$ cat config.mk
export PLATFORM = sky130hd
export DESIGN_NAME = go_back_n_sender_window
export DESIGN_NICKNAME = d
export VERILOG_FILES = /design/src/gbn_pkg.sv /design/src/gbn_front.sv /design/src/gbn_queue.sv /design/src/gbn_back.sv /design/src/go_back_n_sender_window.sv
export SDC_FILE = /design/constraint.sdc
export NUM_CORES = 1
export LEC_CHECK = 0
export ABC_CLOCK_PERIOD_IN_PS = 3900
export BUFFER_PORTS_ARGS = -buffer_cell sky130_fd_sc_hd__buf_4
export CAP_MARGIN = 10
export CORE_AREA = 2 2 150 116
export DETAILED_ROUTE_END_ITERATION = 7
export DIE_AREA = 0 0 152 118
export GPL_TIMING_DRIVEN = 0
export PLACE_DENSITY = 0.78
export SYNTH_ARGS = -nofsm -noshare
export SYNTH_HDL_FRONTEND = slang
export SYNTH_SLANG_ARGS = --single-unit
$ cat constraint.sdc
create_clock -name clk -period 3.9 [get_ports clk]
set_clock_uncertainty 0.05 [all_clocks]
set_input_delay 0.195 -clock clk [delete_from_list [all_inputs] [get_ports clk]]
set_output_delay 0.195 -clock clk [all_outputs]
set_load 0.02 [all_outputs]
$ cat src/gbn_pkg.sv
`timescale 1ns / 1ps
`default_nettype none
package gbn_pkg;

  localparam int SEQ_W      = 16;
  localparam int MAX_WINDOW = 16;
  localparam int CNT_W      = $clog2(MAX_WINDOW + 1);
  localparam int WS_W       = 5;
  localparam int CFG_IDX_W  = 2;
  localparam int CFG_W      = 16;

  typedef enum logic [1:0] {
    ACT_START   = 2'd0,
    ACT_TIMEOUT = 2'd1,
    ACT_ACK     = 2'd2,
    ACT_NONE    = 2'd3
  } action_t;

  typedef enum logic [CFG_IDX_W-1:0] {
    REG_TOTAL  = 2'd0,
    REG_WINDOW = 2'd1
  } cfg_reg_t;

  typedef struct packed {
    logic [1:0]       action;
    logic [SEQ_W-1:0] ack_number;
  } in_t;

  typedef struct packed {
    logic             send_valid;
    logic [SEQ_W-1:0] packet_number;
    logic             retransmit;
    logic             last_of_run;
    logic             finished;
  } out_t;

  // One event's worth of work for the emitter; count zero means a status result.
  typedef struct packed {
    logic [SEQ_W-1:0] first_pkt;
    logic [CNT_W-1:0] count;
    logic             retx;
    logic             fin;
  } job_t;

endpackage
`default_nettype wire

$ cat src/gbn_front.sv
`timescale 1ns / 1ps
`default_nettype none
module gbn_front import gbn_pkg::*; (
  input  wire logic                 clk,
  input  wire logic                 rst,
  input  wire logic                 in_valid,
  output logic                      in_stall,
  input  wire in_t                  in_data,
  input  wire logic                 cfg_valid,
  input  wire logic [CFG_IDX_W-1:0] cfg_index,
  input  wire logic [CFG_W-1:0]     cfg_data,
  input  wire logic                 q_full,
  output logic                      push,
  output job_t                      job
);

  logic [SEQ_W-1:0] total_packets;
  logic [WS_W-1:0]  window_size;
  logic [SEQ_W-1:0] base, base_next;
  logic [SEQ_W-1:0] wend, wend_next;
  logic             started, started_next;

  logic             fin_now;
  logic [CNT_W-1:0] w_clamp;
  logic [SEQ_W-1:0] w_total;
  logic [SEQ_W-1:0] span;
  logic [CNT_W-1:0] span_cnt;
  logic [SEQ_W-1:0] base_inc;

  assign in_stall = q_full;
  assign push     = in_valid && !q_full;

  always_ff @(posedge clk) begin
    if (rst) begin
      total_packets <= SEQ_W'(5);
      window_size   <= WS_W'(3);
    end else if (cfg_valid) begin
      if (cfg_index == REG_TOTAL) begin
        total_packets <= cfg_data[SEQ_W-1:0];
      end else if (cfg_index == REG_WINDOW) begin
        window_size <= cfg_data[WS_W-1:0];
      end
    end
  end

  assign fin_now  = started && (base == wend);
  assign base_inc = base + SEQ_W'(1);
  assign span     = wend - base;
  assign span_cnt = (span > SEQ_W'(MAX_WINDOW)) ? CNT_W'(MAX_WINDOW) : CNT_W'(span);

  always_comb begin
    if (window_size == '0) begin
      w_clamp = CNT_W'(1);
    end else if (int'(window_size) > MAX_WINDOW) begin
      w_clamp = CNT_W'(MAX_WINDOW);
    end else begin
      w_clamp = CNT_W'(window_size);
    end
    w_total = (SEQ_W'(w_clamp) > total_packets) ? total_packets : SEQ_W'(w_clamp);
  end

  always_comb begin
    base_next     = base;
    wend_next     = wend;
    started_next  = started;
    job.first_pkt = '0;
    job.count     = '0;
    job.retx      = 1'b0;
    job.fin       = 1'b0;
    priority if (fin_now || in_data.action == ACT_NONE) begin
      job.fin = fin_now;
    end else if (in_data.action == ACT_START) begin
      if (!started) begin
        started_next  = 1'b1;
        base_next     = '0;
        wend_next     = w_total;
        job.first_pkt = SEQ_W'(1);
        job.count     = CNT_W'(w_total);
        job.fin       = (w_total == '0);
      end
    end else if (!started) begin
      job.fin = 1'b0;
    end else if (in_data.action == ACT_TIMEOUT || in_data.ack_number != base_inc) begin
      job.first_pkt = base_inc;
      job.count     = span_cnt;
      job.retx      = 1'b1;
    end else begin
      base_next = base_inc;
      if (wend < total_packets) begin
        wend_next     = wend + SEQ_W'(1);
        job.first_pkt = wend + SEQ_W'(1);
        job.count     = CNT_W'(1);
      end else begin
        job.fin = (base_inc == wend);
      end
    end
  end

  always_ff @(posedge clk) begin
    if (rst) begin
      base    <= '0;
      wend    <= '0;
      started <= 1'b0;
    end else if (push) begin
      base    <= base_next;
      wend    <= wend_next;
      started <= started_next;
    end
  end

  a_base_le_end: assert property (@(posedge clk) disable iff (rst) base <= wend)
    else $error("window base passed window end");
  a_idle_empty: assert property (@(posedge clk) disable iff (rst)
    !started |-> (base == '0 && wend == '0))
    else $error("window state moved before start");
  a_job_bound: assert property (@(posedge clk) disable iff (rst)
    push |-> job.count <= CNT_W'(MAX_WINDOW))
    else $error("job longer than the window");

endmodule
`default_nettype wire

$ cat src/gbn_queue.sv
`timescale 1ns / 1ps
`default_nettype none
module gbn_queue import gbn_pkg::*; (
  input  wire logic clk,
  input  wire logic rst,
  input  wire logic push,
  input  wire job_t push_job,
  output logic      full,
  input  wire logic pop,
  output logic      q_valid,
  output job_t      q_job
);

  job_t       mem [2];
  logic       wr_ptr;
  logic       rd_ptr;
  logic [1:0] count;

  assign full    = (count == 2'd2);
  assign q_valid = (count != 2'd0);
  assign q_job   = mem[rd_ptr];

  always_ff @(posedge clk) begin
    if (push) begin
      mem[wr_ptr] <= push_job;
    end
  end

  always_ff @(posedge clk) begin
    if (rst) begin
      wr_ptr <= 1'b0;
      rd_ptr <= 1'b0;
      count  <= 2'd0;
    end else begin
      if (push) begin
        wr_ptr <= ~wr_ptr;
      end
      if (pop) begin
        rd_ptr <= ~rd_ptr;
      end
      count <= count + 2'(push) - 2'(pop);
    end
  end

  a_no_overflow: assert property (@(posedge clk) disable iff (rst) count <= 2'd2)
    else $error("queue count overflow");
  a_no_underflow: assert property (@(posedge clk) disable iff (rst) pop |-> q_valid)
    else $error("pop from empty queue");
  a_ptr_track: assert property (@(posedge clk) disable iff (rst)
    (count == 2'd0 || count == 2'd2) |-> (wr_ptr == rd_ptr))
    else $error("queue pointers out of step with count");

endmodule
`default_nettype wire

$ cat src/gbn_back.sv
`timescale 1ns / 1ps
`default_nettype none
module gbn_back import gbn_pkg::*; (
  input  wire logic clk,
  input  wire logic rst,
  input  wire logic q_valid,
  input  wire job_t q_job,
  output logic      pop,
  output logic      out_valid,
  input  wire logic out_stall,
  output out_t      out_data
);

  logic             busy;
  logic             status;
  logic [SEQ_W-1:0] cur_pkt;
  logic [CNT_W-1:0] remain;
  logic             retx;
  logic             fin;
  logic             out_ok;
  logic             emit;
  logic             done;

  assign out_ok = !out_valid || !out_stall;
  assign emit   = busy && out_ok;
  assign done   = status || (remain == CNT_W'(1));
  assign pop    = !busy && q_valid;

  always_ff @(posedge clk) begin
    if (rst) begin
      busy      <= 1'b0;
      out_valid <= 1'b0;
    end else begin
      if (out_ok) begin
        out_valid <= busy;
      end
      if (pop) begin
        busy <= 1'b1;
      end else if (emit && done) begin
        busy <= 1'b0;
      end
    end
  end

  always_ff @(posedge clk) begin
    if (pop) begin
      status  <= (q_job.count == '0);
      cur_pkt <= q_job.first_pkt;
      remain  <= q_job.count;
      retx    <= q_job.retx;
      fin     <= q_job.fin;
    end else if (emit && !done) begin
      cur_pkt <= cur_pkt + SEQ_W'(1);
      remain  <= remain - CNT_W'(1);
    end
    if (emit) begin
      if (status) begin
        out_data <= '{send_valid: 1'b0, packet_number: '0, retransmit: 1'b0,
                      last_of_run: 1'b1, finished: fin};
      end else begin
        out_data <= '{send_valid: 1'b1, packet_number: cur_pkt, retransmit: retx,
                      last_of_run: done, finished: fin};
      end
    end
  end

  a_run_nonempty: assert property (@(posedge clk) disable iff (rst)
    (busy && !status) |-> remain != '0)
    else $error("send run with nothing left");
  a_hold_out: assert property (@(posedge clk) disable iff (rst)
    (out_valid && out_stall) |=> (out_valid && $stable(out_data)))
    else $error("output changed while stalled");
  a_no_pop_busy: assert property (@(posedge clk) disable iff (rst) busy |-> !pop)
    else $error("job taken while a run is active");

endmodule
`default_nettype wire

$ cat src/go_back_n_sender_window.sv
// An accepted event reaches out_valid through the queue write, the emitter load from the
// queue and then the output register; a busy emitter or a stalled output holds it back.
// Throughput: an event producing n results (n = 1..16) holds the emitter until its last
// result is out; the output register gives one result per cycle while not stalled.
// Reset (rst, synchronous): window empty and not started, total_packets = 5,
// window_size = 3, queue and output register empty.
`timescale 1ns / 1ps
`default_nettype none
module go_back_n_sender_window import gbn_pkg::*; (
  input  wire logic                 clk,
  input  wire logic                 rst,
  input  wire logic                 in_valid,
  output logic                      in_stall,
  input  wire in_t                  in_data,
  output logic                      out_valid,
  input  wire logic                 out_stall,
  output out_t                      out_data,
  input  wire logic                 cfg_valid,
  output logic                      cfg_ready,
  input  wire logic [CFG_IDX_W-1:0] cfg_index,
  input  wire logic [CFG_W-1:0]     cfg_data
);

  logic push;
  job_t push_job;
  logic q_full;
  logic q_valid;
  job_t q_job;
  logic pop;

  assign cfg_ready = 1'b1;

  gbn_front u_front (
    .clk       (clk),
    .rst       (rst),
    .in_valid  (in_valid),
    .in_stall  (in_stall),
    .in_data   (in_data),
    .cfg_valid (cfg_valid),
    .cfg_index (cfg_index),
    .cfg_data  (cfg_data),
    .q_full    (q_full),
    .push      (push),
    .job       (push_job)
  );

  gbn_queue u_queue (
    .clk      (clk),
    .rst      (rst),
    .push     (push),
    .push_job (push_job),
    .full     (q_full),
    .pop      (pop),
    .q_valid  (q_valid),
    .q_job    (q_job)
  );

  gbn_back u_back (
    .clk       (clk),
    .rst       (rst),
    .q_valid   (q_valid),
    .q_job     (q_job),
    .pop       (pop),
    .out_valid (out_valid),
    .out_stall (out_stall),
    .out_data  (out_data)
  );

endmodule
`default_nettype wire

; Word-level counts from Yosys, hierarchy flattened
; Memory sizes are Yosys's and may differ from the RTL's. A register that Yosys moved wholly into a read port is not among the register bits.
; Cells that the tools add are included.
[classes]
muxes = 38
n_eq_ne = 10
n_reduce_logical = 30
add_sub_neg = 7
bitwise = 4
order_cmp = 4
[ops]
columns = op, count
row1 = two-way mux 16 bit, 12
row2 = two-way mux 21 bit, 3
row3 = adder 16 x 1 -> 16 bit (second input constant), 3
row4 = two-way mux 22 bit, 2
row5 = equality test 16 bit, 2
row6 = two-way mux 5 bit, 5
row7 = two-way mux 20 bit, 1
row8 = > comparator 16 x 5 -> 1 bit (second input constant), 1
row9 = > comparator 5 x 16 -> 1 bit, 1
row10 = logical NOT 16 bit, 1
row11 = < comparator 16 bit, 1
row12 = inequality test 16 bit, 1
row13 = subtractor 16 bit, 1
row14 = two-way mux 1 bit, 14
row15 = logical NOT 5 bit, 2
row16 = nonzero test 2 bit, 5
row17 = logical AND 1 bit, 6
row18 = two-way mux 6 bit, 1
row19 = AND reduction 3 bit, 2
row20 = AND reduction 6 bit, 1
row21 = equality test 5 x 1 -> 1 bit (second input constant), 1
row22 = > comparator 5 bit (second input constant), 1
row23 = logical NOT 1 bit, 5
row24 = AND reduction 5 bit, 1
row25 = 11 further kinds, 20
[totals]
mem_count = 1
regBits = 104
output_inout_bits = 23
mem_bits_rw = 46
inputBits = 41
elab_cells = 114
[memory_table]
columns = memory, words, width, read_ports, rd_ports_with_merged_regs, write_ports, line_no
row1 = u_queue.mem, 2, 23, 1, 1, 1, gbn_queue.sv:14  ; job_t mem [2];

; Longest topological paths before layout
[logic_depth]
ltp_word = 9
mapped_depth = 12
depth_no_buf = 12

; Cells and area by module
; A second synthesis with hierarchy kept.
[unflattened]
cells_unflattened = 1066
hier_area_um2 = 9801.9
[modules_own_cells]
columns = module, area_per_inst_um2, instances, seq_area_each_um2, cells_each
row1 = gbn_front, 5790.6, 1, 1081.0, 796
row2 = gbn_back, 2118.3, 1, 1361.3, 176
row3 = gbn_queue, 1881.8, 1, 1481.4, 92
row4 = go_back_n_sender_window, 11.3, 1, 0.0, 2

; Worst setup path after synthesis
; OpenSTA, ideal clock, no wires.
[synth_timing]
path_type = register to register
from = register u_front.base[0]
to = memory u_queue.mem[0][4] in the netlist's numbering, data pin
slack_ns = 0.714
path_stages_with_launch = 12
path_buffers = 0
period_less_slack_ns = 3.186
setup_ns = 0.169
t_arrival_ns = 2.967
t_required_ns = 3.681
path_cell_list = dfxtp_1 ha_1 inv_1 fa_1 a21o_1 nand4_1 a21boi_1 or4_1 a2111oi_2 nand4_1 or4_1 o21ai_0
[synth_rtl]
columns = item, line_no
row1 = from (decl), gbn_front.sv:19  ; logic [SEQ_W-1:0] base, base_next;
row2 = from (signal assigned), gbn_front.sv:105  ; base <= base_next;
row3 = to (decl), gbn_queue.sv:14

==> summary.md <==
| Metric | Value |
|---|---|
| Outcome | finished, final reports clean |
| RSZ-0062 raised after global routing | false |
| Leading cell type in the layout, fill and taps excluded | edfxtp_1 |
| Placed cell area | 10500 um2 |
| Final period utilization | 96.2% |
| Worst path bufs/invs | 3 |
| Syn nets | 1118 |
| Initial Util | 58.9% |
| CP endpoint kind | flip-flop |
| Asr flop ratio synth | 0% |
| Largest net degree at the start of global routing | 24 |
| CTS tree | built |
| Critical path's top delay family | compound AO/OA/AOI/OAI gates |
| Power density cells | 505 nW/um2 |
| Lkg Pwr | 4.38 nW |
| Data required, critical path | 4.07 ns |
| Worst reg2reg path startpoint | u_front.base[10]$_SDFFE_PP0P_ |
| Global-route wire length before repair | 44000 um |
| Initial drt markers | 1003 |
| Setup tns final | 0 ns |
| Synth area leaders | edfxtp_1, dfxtp_1, ha_1 |
| Max-slew violation count | 0 |
| Dpl ws | 0.0610 ns |
| Fillers | 1289 |
| Area of the multi-input gates | 5290 um2 |
| Site row count | 41 |
| HP Start | cfg_index[1] |
| Flop pwr share | 42.5% |
| Clock buffer count from CTS | 17 |
| Vias/cell | 6.31 |
| Die Area | 17900 um2 |
| Final WL | 27500 um |
| Syn avg cell area | 9.38 um2 |
| Total power | 5.68 mW |
| Seq cells post-synth | 151 |
| H-Tree Depth | 4 |
| Hold_ws | 0.117 ns |
| CP cell instances | inv_1 > ha_1 > clkbuf_1 > a21o_1 > o21a_1 > or4_1 > a2111oi_2 > nand4_1 > buf_4 > or4_1 > o21ai_0 |
| Setup WS post-layout | 0.150 ns |
| Vias in the first global route | 8235 |
| Worst-Margin Slew | 1.13 ns |
| GP Congestion | 1.03 |
| Max clock buf depth | 2 |
| Boundary pin count | 64 |
| Max-cap violations | 0 |
| Synth area leader | edfxtp_1 |
| Final setup viols | 0 |
| Worst hold path stage count | 4 |
| DRC violations left | 0 |
| Reg clk slew, reported paths | 0.06 ns |
| Antenna violations before repair | 0 |
| Fin. Hold Viols | 0 |
| Most frequent cells in the layout | edfxtp_1, nand2_1, a21oi_1 |
| Switching Share | 32.3% |
| Min Clock Period, post-route | 3.75 ns |
| Warnings, synthesis | 0 |
| Fin cells | 1360 |
| Die W | 152 um |
| Post-DP HPWL | 20200 um |
| Layout Nets | 1216 |
| Max Clk Rate | 0.267 GHz |
| Num Clock Sinks | 151 |
| Clk pwr share | 29.7% |
| Area delta synth->final | 15.9% |
| Max VDD drop | 271 uV |
| Synth Flop Type | edfxtp_1 |
| Total number of vias | 8578 |
| Critical Path Fanout Max | 10 |
| Overall global routing resource usage | 31.0% |
| Slowest stage delay, CP | 0.49 ns |
| Critical-path top delay cell | dfxtp_1 |
| Pint | 3.84 mW |
| Clock root cell | clkbuf_16 |
| Distinct cells, synth | 85 |
| Clock Latency Late Sink | 0.43 ns |
| Power share of the combinational group | 27.8% |
| FF-to-FF setup slack | 0.15 ns |
| Placed insts | 1311 |
| EDFF count, synth | 90 |
| Seq/Total Area, Yosys | 40.4% |
| Cell Area, Synth | 9700 um2 |
| Switching pwr | 1.83 mW |
| Hold crit path type | input pin to flip-flop |
| CP Launch Type | flip-flop |
| Share of post-route cells with drive strength above 1 | 13.0% |
| Core Area | 16500 um2 |
| Die Y-Extent | 118 um |
| Worst r2r dst | u_queue.mem[1][4]$_DFFE_PP_ |
| Post-route cell area | 11200 um2 |
| Final core utilization | 68.3% |
| Post-Syn Instances | 1034 |
| Crit path kind | flip-flop to flip-flop |
| DR WL/cell | 20.2 um |
| Synth top area share | 27.9% |
| Overflow after GRT | 0 |
| Post-DRT Antenna Nets | 0 |
| Port-buffer cells | 61 |
| Slew headroom | 24.7% |
| Hold Path Sink | u_front.total_packets[5]$_SDFFE_PP0P_ |
| DRT Pass-1 Iters | 6 |
| Diode count | 0 |
| Register area | 3930 um2 |
| Crit path DAT | 3.92 ns |
| Most frequent CP cell | or4_1 |
| Reg2Reg Depth | 11 |
==> cells in the mapped netlist, types with 4 or more instances <==
| library cell | n |
|---|---|
| nand4b_1 | 5 |
| nand4_1 | 20 |
| o22ai_1 | 5 |
| nor3_1 | 19 |
| or3_1 | 9 |
| nand3b_1 | 8 |
| o21a_1 | 8 |
| dfxtp_1 | 61 |
| clkbuf_1 | 36 |
| a21o_1 | 10 |
| mux2i_1 | 25 |
| a31oi_1 | 14 |
| nand2b_1 | 9 |
| and3_1 | 20 |
| xnor2_1 | 48 |
| nor2_1 | 72 |
| nor2b_1 | 40 |
| buf_2 | 17 |
| o21ai_0 | 43 |
| inv_1 | 53 |
| buf_4 | 4 |
| o211ai_1 | 6 |
| nor4_1 | 9 |
| a211oi_1 | 31 |
| o31ai_1 | 6 |
| ha_1 | 42 |
| xor2_1 | 35 |
| a41oi_1 | 14 |
| nand3_1 | 36 |
| or4_1 | 4 |
| nand2_1 | 79 |
| a21oi_1 | 74 |
| and4_1 | 4 |
| edfxtp_1 | 90 |
==> cell families after synthesis <==
family / synth area share [%]
buffers and inverters: 5.09
AND/OR/NAND/NOR: 19.8
other: 0.0387
multiplexers: 2.93
AO/OA/AOI/OAI: 17.7
XOR/XNOR: 8.36
adder cells (fa/ha/maj): 5.62
flip-flops: 40.4
==> registers in the layout (all words and copies together), names as in the netlist, 2 cells and up, named ones only <==
| register | cells |
|---|---|
| u_queue.mem | 46 |
| u_queue.count | 2 |
| u_front.total_packets | 16 |
| u_front.window_size | 5 |
| u_front.wend | 16 |
| u_front.base | 16 |
| u_back.remain | 5 |
| u_back.out_data | 20 |
| u_back.cur_pkt | 16 |
==> worst max-delay path by stage <==
stage / depth (start not counted) / to / start
after floorplan: 11 / u_queue.mem[0][4]$_DFFE_PP_ / u_front.base[0]$_SDFFE_PP0P_
after global placement: 10 / u_queue.mem[1][4]$_DFFE_PP_ / u_front.base[12]$_SDFFE_PP0P_
after detailed placement: 11 / u_queue.mem[0][4]$_DFFE_PP_ / u_front.base[10]$_SDFFE_PP0P_
after CTS: 11 / u_queue.mem[1][4]$_DFFE_PP_ / u_front.base[10]$_SDFFE_PP0P_
after global routing: 11 / u_queue.mem[1][4]$_DFFE_PP_ / u_front.base[10]$_SDFFE_PP0P_
final: 11 / u_queue.mem[1][4]$_DFFE_PP_ / u_front.base[10]$_SDFFE_PP0P_
==> tightest hold or removal path, cell delays in order <==
cell and delay (ns):
buf_4 0.09, nor3b_1 0.12, nand2_1 0.10, a21oi_1 0.05
==> power groups by stage <==
stage	logic [mW]	registers, mW	clock network, mW
after floorplan	0.992	2.45	0
after global placement	1.48	2.41	0
after detailed placement	1.54	2.42	0
after CTS	1.58	2.40	1.68
after global routing	1.75	2.45	1.75
final	1.58	2.41	1.69
==> layer usage <==
metal / vias up / routed length (um) / part of all wire, % / global-route usage [%]
li1: 4008 / - / - / -
met4: 0 / 668 / 2.4 / 9.64
met2: 457 / 11400 / 42 / 44.8
met3: 50 / 3050 / 11 / 9.32
met5: - / 0 / 0 / 0
met1: 4063 / 12400 / 45 / 44.6
==> area by class of cell <==
class	count	area share, %
clock inverters	6	0.801
flip-flops and latches	151	34.9
well taps	215	2.39
repair buffers	80	5.90
inverters	53	1.77
clock buffers	26	4.56
multi-input cells	767	47.1
plain buffers	62	2.59
==> timing repair <==
item | CTS | global route
endpoints found under the hold margin | 22 | 0
setup buffers | 0 | 1
hold buffers | 17 | 0
resized for setup | 0 | 4
setup endpoints to repair | 0 | 12
Power figures use the tool's default switching activity.
